<file path="src/rtl/core/assert_macros.svh">
// ----------------------------------------------------------------------------
// assert_macros.svh
// assertion helpers shared by the dns reply parser modules
// ----------------------------------------------------------------------------
`ifndef ASSERT_MACROS_SVH
`define ASSERT_MACROS_SVH

// checked on every clock edge outside reset
`define DRE_ASSERT(lbl, prop, msg) \
	lbl: assert property (@(posedge clk) disable iff (!arst_n) prop) else $error(msg);

// checked on every clock edge, reset included
`define DRE_ASSERT_ALWAYS(lbl, prop, msg) \
	lbl: assert property (@(posedge clk) prop) else $error(msg);

`endif

</file>
<file path="src/rtl/core/dre_pkg.sv">
// ----------------------------------------------------------------------------
// dre_pkg
// shared types and constants of the dns reply a-record extractor
// ----------------------------------------------------------------------------
package dre_pkg;

	localparam logic [2:0] PH_HEADER      = 3'd0;
	localparam logic [2:0] PH_QNAME       = 3'd1;
	localparam logic [2:0] PH_ANAME_FIRST = 3'd2;
	localparam logic [2:0] PH_ANAME_LABEL = 3'd3;
	localparam logic [2:0] PH_AFIXED      = 3'd4;
	localparam logic [2:0] PH_RDATA       = 3'd5;
	localparam logic [2:0] PH_DONE        = 3'd6;

	localparam logic [2:0] ST_FOUND     = 3'd0;
	localparam logic [2:0] ST_SHORT     = 3'd1;
	localparam logic [2:0] ST_BAD_ID    = 3'd2;
	localparam logic [2:0] ST_NO_ANSWER = 3'd3;
	localparam logic [2:0] ST_NO_RECORD = 3'd4;

	localparam logic [7:0]  PTR_MASK     = 8'hC0;
	localparam logic [3:0]  HDR_ID_HI    = 4'd0;
	localparam logic [3:0]  HDR_ID_LO    = 4'd1;
	localparam logic [3:0]  HDR_AN_HI    = 4'd6;
	localparam logic [3:0]  HDR_AN_LO    = 4'd7;
	localparam logic [3:0]  HDR_LAST     = 4'd11;
	localparam logic [3:0]  FX_TYPE_HI   = 4'd0;
	localparam logic [3:0]  FX_TYPE_LO   = 4'd1;
	localparam logic [3:0]  FX_RDLEN_HI  = 4'd8;
	localparam logic [3:0]  FX_RDLEN_LO  = 4'd9;
	localparam logic [3:0]  ADDR_BYTES   = 4'd4;
	localparam logic [15:0] QTAIL_LEN    = 16'd4;
	localparam logic [15:0] TYPE_A       = 16'd1;
	localparam logic [15:0] A_RDLEN      = 16'd4;

	typedef struct packed {
		logic [2:0]  status;
		logic [31:0] address;
	} result_t;

endpackage

</file>
<file path="src/rtl/core/dre_parser.sv">
// ----------------------------------------------------------------------------
// dre_parser
// per-byte parse state and step logic, emits a result on the final byte
// ----------------------------------------------------------------------------
`include "assert_macros.svh"

module dre_parser (
	input  logic              clk,
	input  logic              arst_n,
	input  logic              step_en,
	input  logic [7:0]        in_byte,
	input  logic              last_byte,
	input  logic [15:0]       pending_id,
	output logic              res_valid,
	output dre_pkg::result_t  res
);

	logic [2:0]  phase_q, phase_nx;
	logic [3:0]  header_index_q, header_index_nx;
	logic [15:0] id_seen_q, id_seen_nx;
	logic [15:0] answers_left_q, answers_left_nx;
	logic [15:0] skip_left_q, skip_left_nx;
	logic [3:0]  fixed_index_q, fixed_index_nx;
	logic [15:0] record_type_q, record_type_nx;
	logic [15:0] rdata_length_q, rdata_length_nx;
	logic [31:0] address_acc_q, address_acc_nx;
	logic        found_q, found_nx;
	logic [2:0]  verdict_q, verdict_nx;
	logic [15:0] rdlen_cur;
	logic [15:0] type_cur;
	logic [15:0] ans_dec;

	always_comb begin
		phase_nx        = phase_q;
		header_index_nx = header_index_q;
		id_seen_nx      = id_seen_q;
		answers_left_nx = answers_left_q;
		skip_left_nx    = skip_left_q;
		fixed_index_nx  = fixed_index_q;
		record_type_nx  = record_type_q;
		rdata_length_nx = rdata_length_q;
		address_acc_nx  = address_acc_q;
		found_nx        = found_q;
		verdict_nx      = verdict_q;
		res_valid       = 1'b0;
		res.status      = dre_pkg::ST_NO_RECORD;
		res.address     = 32'd0;
		type_cur        = record_type_q;
		rdlen_cur       = rdata_length_q;
		ans_dec         = answers_left_q - 16'd1;

		if (fixed_index_q == dre_pkg::FX_TYPE_HI) begin
			type_cur = {in_byte, record_type_q[7:0]};
		end else if (fixed_index_q == dre_pkg::FX_TYPE_LO) begin
			type_cur = {record_type_q[15:8], in_byte};
		end else if (fixed_index_q == dre_pkg::FX_RDLEN_HI) begin
			rdlen_cur = {in_byte, rdata_length_q[7:0]};
		end else if (fixed_index_q == dre_pkg::FX_RDLEN_LO) begin
			rdlen_cur = {rdata_length_q[15:8], in_byte};
		end

		if (step_en && phase_q != dre_pkg::PH_DONE) begin
			if (phase_q != dre_pkg::PH_HEADER && skip_left_q != 16'd0) begin
				skip_left_nx = skip_left_q - 16'd1;
			end else begin
				unique case (phase_q)
					dre_pkg::PH_HEADER: begin
						if (header_index_q == dre_pkg::HDR_ID_HI) begin
							id_seen_nx = {in_byte, id_seen_q[7:0]};
						end else if (header_index_q == dre_pkg::HDR_ID_LO) begin
							id_seen_nx = {id_seen_q[15:8], in_byte};
						end else if (header_index_q == dre_pkg::HDR_AN_HI) begin
							answers_left_nx = {in_byte, answers_left_q[7:0]};
						end else if (header_index_q == dre_pkg::HDR_AN_LO) begin
							answers_left_nx = {answers_left_q[15:8], in_byte};
						end
						if (header_index_q >= dre_pkg::HDR_LAST) begin
							if (id_seen_q != pending_id) begin
								phase_nx   = dre_pkg::PH_DONE;
								verdict_nx = dre_pkg::ST_BAD_ID;
							end else if (answers_left_q == 16'd0) begin
								phase_nx   = dre_pkg::PH_DONE;
								verdict_nx = dre_pkg::ST_NO_ANSWER;
							end else begin
								phase_nx = dre_pkg::PH_QNAME;
							end
						end else begin
							header_index_nx = header_index_q + 4'd1;
						end
					end
					dre_pkg::PH_QNAME: begin
						if (in_byte == 8'd0) begin
							skip_left_nx = dre_pkg::QTAIL_LEN;
							phase_nx     = dre_pkg::PH_ANAME_FIRST;
						end else begin
							skip_left_nx = {8'd0, in_byte};
						end
					end
					dre_pkg::PH_ANAME_FIRST: begin
						if ((in_byte & dre_pkg::PTR_MASK) == dre_pkg::PTR_MASK) begin
							skip_left_nx   = 16'd1;
							fixed_index_nx = 4'd0;
							phase_nx       = dre_pkg::PH_AFIXED;
						end else if (in_byte == 8'd0) begin
							fixed_index_nx = 4'd0;
							phase_nx       = dre_pkg::PH_AFIXED;
						end else begin
							skip_left_nx = {8'd0, in_byte};
							phase_nx     = dre_pkg::PH_ANAME_LABEL;
						end
					end
					dre_pkg::PH_ANAME_LABEL: begin
						if (in_byte == 8'd0) begin
							fixed_index_nx = 4'd0;
							phase_nx       = dre_pkg::PH_AFIXED;
						end else begin
							skip_left_nx = {8'd0, in_byte};
						end
					end
					dre_pkg::PH_AFIXED: begin
						record_type_nx  = type_cur;
						rdata_length_nx = rdlen_cur;
						if (fixed_index_q >= dre_pkg::FX_RDLEN_LO) begin
							fixed_index_nx = 4'd0;
							if (type_cur == dre_pkg::TYPE_A && rdlen_cur == dre_pkg::A_RDLEN) begin
								address_acc_nx = 32'd0;
								phase_nx       = dre_pkg::PH_RDATA;
							end else begin
								skip_left_nx    = rdlen_cur;
								answers_left_nx = ans_dec;
								if (ans_dec == 16'd0) begin
									phase_nx   = dre_pkg::PH_DONE;
									verdict_nx = dre_pkg::ST_NO_RECORD;
								end else begin
									phase_nx = dre_pkg::PH_ANAME_FIRST;
								end
							end
						end else begin
							fixed_index_nx = fixed_index_q + 4'd1;
						end
					end
					dre_pkg::PH_RDATA: begin
						address_acc_nx = {address_acc_q[23:0], in_byte};
						fixed_index_nx = fixed_index_q + 4'd1;
						if (fixed_index_nx >= dre_pkg::ADDR_BYTES) begin
							found_nx   = 1'b1;
							phase_nx   = dre_pkg::PH_DONE;
							verdict_nx = dre_pkg::ST_FOUND;
						end
					end
					default: begin
						phase_nx   = dre_pkg::PH_DONE;
						verdict_nx = dre_pkg::ST_NO_RECORD;
					end
				endcase
			end
		end

		if (step_en && last_byte) begin
			res_valid = 1'b1;
			priority if (phase_nx == dre_pkg::PH_HEADER) begin
				res.status = dre_pkg::ST_SHORT;
			end else if (found_nx) begin
				res.status = dre_pkg::ST_FOUND;
			end else if (phase_nx == dre_pkg::PH_DONE) begin
				res.status = verdict_nx;
			end else begin
				res.status = dre_pkg::ST_NO_RECORD;
			end
			res.address = (res.status == dre_pkg::ST_FOUND) ? address_acc_nx : 32'd0;

			phase_nx        = dre_pkg::PH_HEADER;
			header_index_nx = 4'd0;
			id_seen_nx      = 16'd0;
			answers_left_nx = 16'd0;
			skip_left_nx    = 16'd0;
			fixed_index_nx  = 4'd0;
			record_type_nx  = 16'd0;
			rdata_length_nx = 16'd0;
			address_acc_nx  = 32'd0;
			found_nx        = 1'b0;
			verdict_nx      = dre_pkg::ST_FOUND;
		end
	end

	always_ff @(posedge clk or negedge arst_n) begin
		if (!arst_n) begin
			phase_q        <= dre_pkg::PH_HEADER;
			header_index_q <= 4'd0;
			id_seen_q      <= 16'd0;
			answers_left_q <= 16'd0;
			skip_left_q    <= 16'd0;
			fixed_index_q  <= 4'd0;
			record_type_q  <= 16'd0;
			rdata_length_q <= 16'd0;
			address_acc_q  <= 32'd0;
			found_q        <= 1'b0;
			verdict_q      <= dre_pkg::ST_FOUND;
		end else begin
			phase_q        <= phase_nx;
			header_index_q <= header_index_nx;
			id_seen_q      <= id_seen_nx;
			answers_left_q <= answers_left_nx;
			skip_left_q    <= skip_left_nx;
			fixed_index_q  <= fixed_index_nx;
			record_type_q  <= record_type_nx;
			rdata_length_q <= rdata_length_nx;
			address_acc_q  <= address_acc_nx;
			found_q        <= found_nx;
			verdict_q      <= verdict_nx;
		end
	end

	`DRE_ASSERT(a_found_done, found_q |-> (phase_q == dre_pkg::PH_DONE && verdict_q == dre_pkg::ST_FOUND), "found without done verdict")
	`DRE_ASSERT(a_last_clears, (step_en && last_byte) |=> (phase_q == dre_pkg::PH_HEADER && header_index_q == 4'd0), "state not cleared after final byte")
	`DRE_ASSERT(a_header_clean, (phase_q == dre_pkg::PH_HEADER) |-> (skip_left_q == 16'd0 && !found_q), "skip or found set in header")
	`DRE_ASSERT(a_rdata_index, (phase_q == dre_pkg::PH_RDATA) |-> (fixed_index_q < dre_pkg::ADDR_BYTES), "rdata index past address")

endmodule

</file>
<file path="src/rtl/core/dre_out_reg.sv">
// ----------------------------------------------------------------------------
// dre_out_reg
// result register holding one result item until the receiver takes it
// ----------------------------------------------------------------------------
`include "assert_macros.svh"

module dre_out_reg (
	input  logic              clk,
	input  logic              arst_n,
	input  logic              load,
	input  dre_pkg::result_t  res,
	output logic              free,
	output logic              out_valid,
	input  logic              out_ready,
	output logic [2:0]        status,
	output logic [31:0]       address
);

	logic              valid_q;
	dre_pkg::result_t  res_q;

	assign free      = !valid_q || out_ready;
	assign out_valid = valid_q;
	assign status    = res_q.status;
	assign address   = res_q.address;

	always_ff @(posedge clk or negedge arst_n) begin
		if (!arst_n) begin
			valid_q <= 1'b0;
		end else if (free) begin
			valid_q <= load;
		end
	end

	always_ff @(posedge clk) begin
		if (load && free) begin
			res_q <= res;
		end
	end

	`DRE_ASSERT(a_no_overwrite, (valid_q && !out_ready) |-> !load, "result loaded into full register")
	`DRE_ASSERT(a_addr_zero, (valid_q && res_q.status != dre_pkg::ST_FOUND) |-> (res_q.address == 32'd0), "address set without found status")
	`DRE_ASSERT(a_status_range, valid_q |-> (res_q.status <= dre_pkg::ST_NO_RECORD), "status code out of range")

endmodule

</file>
<file path="src/rtl/core/dns_reply_a_record_extractor_top.sv">
// ----------------------------------------------------------------------------
// dns_reply_a_record_extractor_top
// dns response parser returning the first a-record ipv4 address
// ----------------------------------------------------------------------------
// usage
//   in channel: one payload byte per item (in_byte), last_byte marks the end
//   of a reply. out channel: one item (status, address) per reply, issued for
//   the final byte only. cfg_wr_en/cfg_wr_data load the pending transaction
//   id; write it only while no reply is in flight.
//   flow: a byte is taken into an input register, parsed from there by the
//   parser state machine, and the result of the final byte is loaded into
//   the output register, which drives out_valid. one byte is taken every
//   cycle unless a final byte is held in the input register (see stall).
//   reset: parser returns to the header phase, pending id clears to zero,
//   no result is pending.
//   stall: while a result waits, non-final bytes keep flowing; a final byte
//   waits in the input register until the output register frees, and
//   in_ready drops only then.
// ----------------------------------------------------------------------------
module dns_reply_a_record_extractor_top (
	input  logic        clk,
	input  logic        arst_n,
	input  logic        in_valid,
	output logic        in_ready,
	input  logic [7:0]  in_byte,
	input  logic        last_byte,
	output logic        out_valid,
	input  logic        out_ready,
	output logic [2:0]  status,
	output logic [31:0] address,
	input  logic        cfg_wr_en,
	input  logic [15:0] cfg_wr_data
);

	logic              valid_s1;
	logic [7:0]        byte_s1;
	logic              last_s1;
	logic              fire_s1;
	logic              out_free;
	logic              res_valid;
	dre_pkg::result_t  res;
	logic [15:0]       pending_id_q;

	assign fire_s1  = valid_s1 && (!last_s1 || out_free);
	assign in_ready = !valid_s1 || fire_s1;

	always_ff @(posedge clk or negedge arst_n) begin
		if (!arst_n) begin
			pending_id_q <= 16'd0;
		end else if (cfg_wr_en) begin
			pending_id_q <= cfg_wr_data;
		end
	end

	always_ff @(posedge clk or negedge arst_n) begin
		if (!arst_n) begin
			valid_s1 <= 1'b0;
		end else if (in_ready) begin
			valid_s1 <= in_valid;
		end
	end

	always_ff @(posedge clk) begin
		if (in_valid && in_ready) begin
			byte_s1 <= in_byte;
			last_s1 <= last_byte;
		end
	end

	dre_parser u_parser (
		.clk        (clk),
		.arst_n     (arst_n),
		.step_en    (fire_s1),
		.in_byte    (byte_s1),
		.last_byte  (last_s1),
		.pending_id (pending_id_q),
		.res_valid  (res_valid),
		.res        (res)
	);

	dre_out_reg u_out (
		.clk       (clk),
		.arst_n    (arst_n),
		.load      (res_valid),
		.res       (res),
		.free      (out_free),
		.out_valid (out_valid),
		.out_ready (out_ready),
		.status    (status),
		.address   (address)
	);

endmodule

</file>
<file path="config.mk">
export PLATFORM = sky130hd
export DESIGN_NAME = dns_reply_a_record_extractor_top
export DESIGN_NICKNAME = d
export VERILOG_FILES = /design/src/rtl/core/dre_pkg.sv /design/src/rtl/core/dre_parser.sv /design/src/rtl/core/dre_out_reg.sv /design/src/rtl/core/dns_reply_a_record_extractor_top.sv
export VERILOG_INCLUDE_DIRS = /design/src /design/src/rtl/core
export SDC_FILE = /design/constraint.sdc
export NUM_CORES = 1
export LEC_CHECK = 0
export ABC_AREA = 1
export BUFFER_PORTS_ARGS = -buffer_cell sky130_fd_sc_hd__buf_4
export CAP_MARGIN = 40
export CORE_MARGIN = 2
export CORE_UTILIZATION = 63
export CTS_BUF_LIST = sky130_fd_sc_hd__clkbuf_4
export DETAILED_ROUTE_END_ITERATION = 10
export HOLD_SLACK_MARGIN = 0.1
export PLACE_DENSITY = 0.82
export SLEW_MARGIN = 5
export SYNTH_ARGS = -nofsm -noshare
export SYNTH_HDL_FRONTEND = slang
export SYNTH_SLANG_ARGS = --single-unit
</file>
<file path="constraint.sdc">
create_clock -name clk -period 3.3 [get_ports clk]
set_input_delay 0 -clock clk [delete_from_list [all_inputs] [get_ports clk]]
set_output_delay 0 -clock clk [all_outputs]
set_load 0.1 [all_outputs]
</file>
==> key figures, run 1 <==
Hold path
  – Worst hold path depth: 5
  – Hold/Removal Path Class: in2reg

Floorplan
  – Initial Util: 64.1%
  – Number of core rows: 46
  – X dimension of the die: 131 um
  – Area enclosed by the die boundary: 17100 sq um
  – Placeable Area: 15800 sq um
  – Number of ports placed on the die boundary: 67
  – Y dimension of the die: 131 um

Placed design
  – Worst setup slack before clock tree synthesis: -0.00226 ns
  – DP Cell Count: 1533
  – GPL Wtd Cong: 1.02
  – Dpl cell area: 11200 sq um
  – Port buffer count: 66
  – DP HPWL: 20400 um

Synthesis
  – Gate count after technology mapping: 1241
  – YS warnings: 0
  – Net count of the mapped netlist: 1285
  – Number of register bits inferred by synthesis: 189
  – Fraction of post-synthesis cell area in the top cell type by area: 35.8%
  – Share of synthesized area occupied by flip-flops and latches: 48.8%
  – Mapped Area: 10100 sq um
  – Number of distinct library cells after synthesis: 43
  – Top post-synthesis cells by area: sky130_fd_sc_hd__dfrtp_1 36%, sky130_fd_sc_hd__edfxtp_1 13%, sky130_fd_sc_hd__nand2_1 10%
  – Async set-reset flop share out of synthesis: 76.7%
  – Number of flops mapped to enable cells by yosys: 44
  – Main flop type after synthesis: sky130_fd_sc_hd__dfrtp_1
  – Mean cell area of the mapped netlist: 8.18 sq um
  – Post-synthesis cell type with the largest combined area: sky130_fd_sc_hd__dfrtp_1

Power
  – Pwr dens: 712 nW/um^2
  – IR drop worst, VDD: 541 uV
  – Leakage power: 5.76 nW
  – Total power of the final layout: 0.00890 W

GRT
  – Pin count of the biggest net entering global routing: 85
  – Wire length of the first global-routing pass: 48200 um
  – Global-route total usage across every layer: 37.3%
  – Initial antenna violation count: 1
  – Grt ovf: 0
  – Vias in the first global route: 9351

Layout
  – Fin nets: 1456
  – Design area: 12500 sq um
  – Leading cell type in the layout, fill and taps excluded: sky130_fd_sc_hd__nand2_1
  – Top library cells by usage in the layout, fill and taps aside: 264 x sky130_fd_sc_hd__nand2_1, 155 x sky130_fd_sc_hd__inv_1, 145 x sky130_fd_sc_hd__dfrtp_1
  – Post-Layout Cell Count: 1642
  – Share of final-layout standard cells stronger than drive strength 1: 16.7%
  – Area overhead of the layout relative to synthesis: 23.2%

Critical path
  – Startpoint types: flop
  – Worst Path Required: 3.77 ns
  – Cell seen most often among critical-path stages: sky130_fd_sc_hd__nand2_1
  – Biggest fanout along the worst timing path: 11
  – Critical Path Max Stage Delay: 0.45 ns
  – Type of element capturing the critical path: flop
  – Number of gates on the worst path with buffers counted: 22
  – Data arrival time of the critical path: 3.66 ns
  – Cell family contributing the most delay on the critical path: simple AND/OR/NAND/NOR gates
  – Sequence of cells on the critical path: inv_2 > ha_4 > buf_6 > nor2_4 > buf_4 > nand3_1 > nand2_1 > nand2_1 > nor2_1 > nand2_1 > nor2_4 > a21oi_4 > nand2_1 > nand2_1 > nand2_1 > nand2_2 > nor2_4 > nand2_1 > nand2_2 > nand2_4 > buf_12 > nor3_2
  – Number of cell instances on the worst register-to-register path: 22
  – Count of buffering cells on the critical path with inverters included: 4
  – Critical-path cell with the highest stage delay: sky130_fd_sc_hd__dfrtp_1
  – Worst Setup Path Type: reg2reg

Detailed routing
  – Pre-antenna DRT Iters: 9
  – Number of design rule violations left after detail routing: 0
  – Vias/cell: 6.05
  – Antenna-violating nets left: 0
  – Routed wire length: 32400 um
  – Iter 0 DRT Violations: 1092
  – Routed vias: 9937
  – Wire length per cell after detailed routing: 19.8 um

STA
  – Worst-case headroom to the max-slew limit: 49.1%
  – Number of setup violations in the final report: 0
  – Final period util: 96.7%
  – Final worst-path setup slack: 0.110 ns
  – Max Clk Rate: 0.313 GHz
  – Min cycle time layout: 3.19 ns
  – Final Skew: 0.0404 ns
  – Number of hold-slack violations in the final timing report: 0
  – Sum Neg Setup Slack: 0 ns
  – Fin. max-slew vios: 0
  – Pin slew with the least headroom to its limit: 0.756 ns

Clocking
  – Number of buffers between clock root and the deepest sink: 2
  – Worst-skew pair later-pin latency: 0.63 ns
  – Cell at the root of the clock tree: sky130_fd_sc_hd__clkbuf_4
  – CTS tree: done
  – Inserted Clock Buffers: 17
  – Number of sinks on the clock net: 189
  – Clock-pin slew on the worst setup and hold paths: 0.20 ns
  – Number of H-tree levels: 4

Outcome
  – Result of the run: completed

Job
  – Max cap viols: 0
area by class of cell:
cell class | count | area (sq um)
sequential | 189 | 4950
multi-input combinational | 843 | 4500
fill | 1071 | 3330
timing repair buffer | 200 | 1850
inverter | 161 | 604
tap | 216 | 270
clock inverter | 15 | 195
clock buffer | 17 | 128
antenna | 1 | 2.50
tightest hold or removal path: stages:
cell and delay (ns):
sky130_fd_sc_hd__dlygate4sd3_1 0.55, sky130_fd_sc_hd__buf_4 0.11, sky130_fd_sc_hd__inv_1 0.06, sky130_fd_sc_hd__nand2_1 0.07, sky130_fd_sc_hd__nand2_1 0.06
routing by layer:
| metal | global-route usage (%) | up-vias | wire (um) |
|---|---|---|---|
| met5 | 0 | - | 0 |
| met4 | 18.3 | 0 | 1650 |
| met3 | 7.78 | 140 | 2610 |
| met2 | 61.3 | 594 | 15900 |
| met1 | 47.2 | 4710 | 12300 |
| li1 | - | 4493 | - |
cell usage after synthesis, types with 7 or more instances:
cell,count
sky130_fd_sc_hd__clkbuf_1,31
sky130_fd_sc_hd__o22ai_1,62
sky130_fd_sc_hd__dfrtp_1,145
sky130_fd_sc_hd__nor3_2,29
sky130_fd_sc_hd__inv_1,157
sky130_fd_sc_hd__a31oi_1,7
sky130_fd_sc_hd__nor2_1,138
sky130_fd_sc_hd__a21oi_1,30
sky130_fd_sc_hd__ha_1,14
sky130_fd_sc_hd__nor3_1,18
sky130_fd_sc_hd__xor2_1,15
sky130_fd_sc_hd__nand2_1,271
sky130_fd_sc_hd__nand3_1,78
sky130_fd_sc_hd__o21ai_0,85
sky130_fd_sc_hd__nand4_1,15
sky130_fd_sc_hd__a22oi_1,32
sky130_fd_sc_hd__buf_4,7
sky130_fd_sc_hd__edfxtp_1,44
what timing repair did:
item,4_1_cts,5_1_grt
hold buffers,70,1
pin swaps,0,10
resized for setup,1,44
buffers inserted,0,2
endpoints found under the hold margin,181,1
cloned,0,3
endpoints found under the setup margin,10,37
sequential cells by signal, summed over array words and instances, names as in the netlist, 4 cells and up:
register / cells
pending_id_q: 16
u_parser.skip_left_q: 16
byte_s1: 8
u_parser.address_acc_q: 32
u_parser.rdata_length_q: 16
u_parser.fixed_index_q: 4
u_parser.header_index_q: 4
u_out.address: 32
u_parser.record_type_q: 16
u_parser.id_seen_q: 16
u_parser.answers_left_q: 16
final timing paths:
kind / start / to / slack (ns)
setup / recovery: u_parser.fixed_index_q[1]$_DFFE_PN0P_ / u_out.address[29]$_SDFFCE_PN0P_ / 0.11
hold / removal: out_ready / u_out.out_valid$_DFFE_PN0P_ / 0.26
setup reg to reg: u_parser.fixed_index_q[1]$_DFFE_PN0P_ / u_out.address[29]$_SDFFCE_PN0P_ / 0.11
hold reg to reg: u_parser.record_type_q[0]$_DFFE_PN0P_ / u_parser.record_type_q[0]$_DFFE_PN0P_ / 0.53
max in group asynchronous: arst_n / u_parser.address_acc_q[30]$_DFF_PN0_ / 2.48
min in group asynchronous: arst_n / u_parser.answers_left_q[10]$_DFFE_PN0P_ / 0.47
where the power goes:
part	leakage, nW	total [W]	switching, W	internal (W)
Clock	0.168	0.00142	0.00103	0.000386
Combinational	3.23	0.00441	0.00294	0.00147
Sequential	2.37	0.00307	0.000304	0.00277
Total	5.76	0.00890	0.00428	0.00462
cells by family after synthesis:
kind of cell / count (synthesis) / share of synthesized area (%)
buffers and inverters: 209 / 8.35
adder cells (fa/ha/maj): 14 / 1.73
AND/OR/NAND/NOR: 571 / 25.4
flip-flops: 189 / 48.8
AO/OA/AOI/OAI: 238 / 14.0
multiplexers: 2 / 0.222
XOR/XNOR: 18 / 1.55
per-stage QoR:
stage / hold slack [ns] / util, %
final: 0.265 / 79.0
after global routing: 0.254 / 79.0
after CTS: 0.102 / 77.4
after detailed placement: 0.115 / 70.8
after global placement: 0.111 / 70.8
after floorplan: -0.296 / -
Power figures use the tool's default switching activity.
==> run 2: changes to the inputs <==
--- a/config.mk
+++ b/config.mk
@@ -10,12 +10,13 @@
 export BUFFER_PORTS_ARGS = -buffer_cell sky130_fd_sc_hd__buf_4
 export CAP_MARGIN = 40
 export CORE_MARGIN = 2
-export CORE_UTILIZATION = 63
+export CORE_UTILIZATION = 65
 export CTS_BUF_LIST = sky130_fd_sc_hd__clkbuf_4
 export DETAILED_ROUTE_END_ITERATION = 10
 export HOLD_SLACK_MARGIN = 0.1
-export PLACE_DENSITY = 0.82
+export PLACE_DENSITY = 0.85
 export SLEW_MARGIN = 5
 export SYNTH_ARGS = -nofsm -noshare
 export SYNTH_HDL_FRONTEND = slang
+export SYNTH_HIERARCHICAL = 1
 export SYNTH_SLANG_ARGS = --single-unit
==> constraint.sdc (replaced) <==
create_clock -name clk -period 3.7 [get_ports clk]
set_input_delay 0 -clock clk [delete_from_list [all_inputs] [get_ports clk]]
set_output_delay 0 -clock clk [all_outputs]
set_load 0.1 [all_outputs]
==> key figures, run 2 <==
Critical path
  – Worst Path Required: 4.10 ns
  – Biggest fanout along the worst timing path: 33
  – FF-to-FF Start: u_parser/fixed_index_q[0]$_DFFE_PN0P_
  – Data arrival time of the critical path: 3.82 ns
  – Worst-case register-to-register setup slack: 0.28 ns
  – Startpoint types: flop
  – Number of gates on the worst path with buffers counted: 20
  – Worst Setup Path Type: reg2reg
  – Critical-path cell with the highest stage delay: sky130_fd_sc_hd__dfrtp_1
  – Cell seen most often among critical-path stages: sky130_fd_sc_hd__nand2_1
  – Number of cell instances on the worst register-to-register path: 20
  – Critical Path Max Stage Delay: 0.44 ns
  – Cell family contributing the most delay on the critical path: simple AND/OR/NAND/NOR gates
  – Sequence of cells on the critical path: inv_1 > ha_1 > nor2_4 > nand2_2 > nand2_1 > nand2_1 > nand2_1 > nor2_1 > nand2_1 > nor2_1 > nand2_1 > nand2_1 > a21oi_1 > nand3_1 > nor2_2 > nand2_1 > nand2_1 > nand2_2 > buf_12 > nor3_1
  – Type of element capturing the critical path: flop
  – Capture instance of the worst register-to-register path: u_out/address[0]$_DFFE_PP_
  – Count of buffering cells on the critical path with inverters included: 2

Floorplan
  – Number of ports placed on the die boundary: 67
  – Placeable Area: 16300 sq um
  – Area enclosed by the die boundary: 17600 sq um
  – Initial Util: 65.8%
  – Y dimension of the die: 133 um
  – Number of core rows: 47
  – X dimension of the die: 133 um

Layout
  – Fin nets: 1556
  – Share of the core filled with cells: 76.6%
  – Share of final-layout standard cells stronger than drive strength 1: 13.0%
  – Leading cell type in the layout, fill and taps excluded: sky130_fd_sc_hd__nand2_1
  – Area overhead of the layout relative to synthesis: 16.5%
  – Top library cells by usage in the layout, fill and taps aside: 322 x sky130_fd_sc_hd__nand2_1, 167 x sky130_fd_sc_hd__inv_1, 161 x sky130_fd_sc_hd__nor2_1
  – Post-Layout Cell Count: 1749

Synthesis
  – YS warnings: 6
  – Number of distinct library cells after synthesis: 47
  – Mean cell area of the mapped netlist: 7.72 sq um
  – Gate count after technology mapping: 1392
  – Fraction of post-synthesis cell area in the top cell type by area: 33.8%
  – Post-synthesis cell type with the largest combined area: sky130_fd_sc_hd__dfrtp_1
  – Most common cell in the netlist: sky130_fd_sc_hd__nand2_1
  – Mapped Area: 10700 sq um
  – Number of flops mapped to enable cells by yosys: 44
  – Share of synthesized area occupied by flip-flops and latches: 46.0%
  – Number of register bits inferred by synthesis: 189
  – Net count of the mapped netlist: 1433
  – Top post-synthesis cells by area: sky130_fd_sc_hd__dfrtp_1 34%, sky130_fd_sc_hd__edfxtp_1 12%, sky130_fd_sc_hd__nand2_1 11%
  – Main flop type after synthesis: sky130_fd_sc_hd__dfrtp_1
  – Async set-reset flop share out of synthesis: 76.7%
  – Most instantiated cells after synthesis: 322 x sky130_fd_sc_hd__nand2_1, 167 x sky130_fd_sc_hd__inv_1, 161 x sky130_fd_sc_hd__nor2_1, 145 x sky130_fd_sc_hd__dfrtp_1, 132 x sky130_fd_sc_hd__nand3_1

Clocking
  – Number of H-tree levels: 4
  – Inserted Clock Buffers: 17
  – Worst-skew pair later-pin latency: 0.57 ns
  – Number of sinks on the clock net: 189
  – Number of buffers added for setup after CTS: 0
  – Number of buffers between clock root and the deepest sink: 2
  – Cell at the root of the clock tree: sky130_fd_sc_hd__clkbuf_4
  – Clock-pin slew on the worst setup and hold paths: 0.16 ns
  – CTS tree: done

Detailed routing
  – Routed vias: 10400
  – Pre-antenna DRT Iters: 6
  – Antenna-violating nets left: 0
  – Vias/cell: 5.97
  – Wire length per cell after detailed routing: 18.0 um
  – Iter 0 DRT Violations: 1440
  – Number of design rule violations left after detail routing: 0
  – Routed wire length: 31400 um

STA
  – Final worst-path setup slack: 0.276 ns
  – Sum Neg Setup Slack: 0 ns
  – Setup repair after global routing missed its margin: false
  – Min Hold Slack: 0.163 ns
  – Fin. max-slew vios: 0
  – Min cycle time layout: 3.42 ns
  – Worst-case headroom to the max-slew limit: 52.5%
  – Number of hold-slack violations in the final timing report: 0
  – Final period util: 92.5%
  – Max Clk Rate: 0.292 GHz
  – Number of setup violations in the final report: 0
  – Final Skew: 0.0246 ns
  – Pin slew with the least headroom to its limit: 0.708 ns

GRT
  – Pin count of the biggest net entering global routing: 84
  – Initial antenna violation count: 1
  – Wire length of the first global-routing pass: 51500 um
  – Vias in the first global route: 10000
  – Grt ovf: 0
  – Global-route total usage across every layer: 36.9%

Hold path
  – Hold path startpoint: in_byte[5]
  – Worst Hold Endpoint: byte_s1[5]$_DFFE_PP_
  – Hold/Removal Path Class: in2reg
  – Worst hold path depth: 2

Placed design
  – DP Cell Count: 1651
  – GPL Wtd Cong: 1.01
  – DP HPWL: 19400 um
  – Port buffer count: 66
  – Worst setup slack before clock tree synthesis: 0.333 ns

Power
  – Pwr dens: 701 nW/um^2
  – IR drop worst, VDD: 504 uV
  – Leakage power: 5.81 nW

Outcome
  – Result of the run: completed

Job
  – Max cap viols: 0
run 2: cell count changes after synthesis, moves of 6 or more:
cell	before	now
sky130_fd_sc_hd__nor2_1	138	161
sky130_fd_sc_hd__nand2_1	271	322
sky130_fd_sc_hd__nand3_1	78	132
sky130_fd_sc_hd__o211ai_1	3	11
sky130_fd_sc_hd__a22oi_1	32	0
sky130_fd_sc_hd__o21ai_0	85	68
sky130_fd_sc_hd__a31oi_1	7	1
sky130_fd_sc_hd__inv_2	2	8
sky130_fd_sc_hd__inv_1	157	167
sky130_fd_sc_hd__o21ai_2	0	8
sky130_fd_sc_hd__o21ai_1	3	52
run 2: cell type report:
| cell class | instances | area (sq um) |
|---|---|---|
| sequential | 189 | 4950 |
| multi-input combinational | 971 | 4900 |
| fill | 1174 | 3820 |
| timing repair buffer | 158 | 1420 |
| inverter | 178 | 668 |
| tap | 220 | 275 |
| clock inverter | 12 | 161 |
| clock buffer | 20 | 150 |
| antenna | 1 | 2.50 |
run 2: how the worst max path moves through the flow:
stage / start / to / slack (ns)
floorplan: u_out/out_valid$_DFFE_PN0P_ / u_out/address[0]$_DFFE_PP_ / 0.15
global route: u_parser/fixed_index_q[0]$_DFFE_PN0P_ / u_out/address[0]$_DFFE_PP_ / 0.03
finish: u_parser/fixed_index_q[0]$_DFFE_PN0P_ / u_out/address[0]$_DFFE_PP_ / 0.28
global placement: u_parser/fixed_index_q[1]$_DFFE_PN0P_ / u_out/address[0]$_DFFE_PP_ / 0.40
detailed placement: u_parser/fixed_index_q[1]$_DFFE_PN0P_ / u_out/address[0]$_DFFE_PP_ / 0.33
CTS: u_parser/fixed_index_q[1]$_DFFE_PN0P_ / u_out/address[0]$_DFFE_PP_ / 0.26
run 2: kinds of logic after synthesis:
logic type	share of synthesized area, %
simple gates	28.8
compound gates	13.7
buf+inv	8.89
flops	46.0
xor+xnor	1.30
fa+ha+maj	1.28
run 2: layer usage:
metal	track usage (%)	routed length, um
met1	50.0	12400
met2	58.7	14800
met3	8.12	3020
met4	14.0	1220
met5	0	0
run 2: repair_timing:
item | in CTS | in global routing
endpoints found under the setup margin | 0 | 32
gates resized for setup | 0 | 6
hold buffers | 63 | 2
endpoints found under the hold margin | 181 | 2
run 2: power breakdown:
group	internal, W	total [W]	switching [W]
registers	0.00263	0.00306	0.000429
clock network	0.000501	0.00123	0.000725
logic	0.00139	0.00450	0.00311
total	0.00452	0.00879	0.00426
run 2: per-stage QoR:
stage / total power (W) / cell area [sq um]
after floorplan: 0.00627 / 10800
after global placement: 0.00723 / 11500
after detailed placement: 0.00733 / 11500
after CTS: 0.00862 / 12500
after global routing: 0.00943 / 12500
final: 0.00879 / 12500
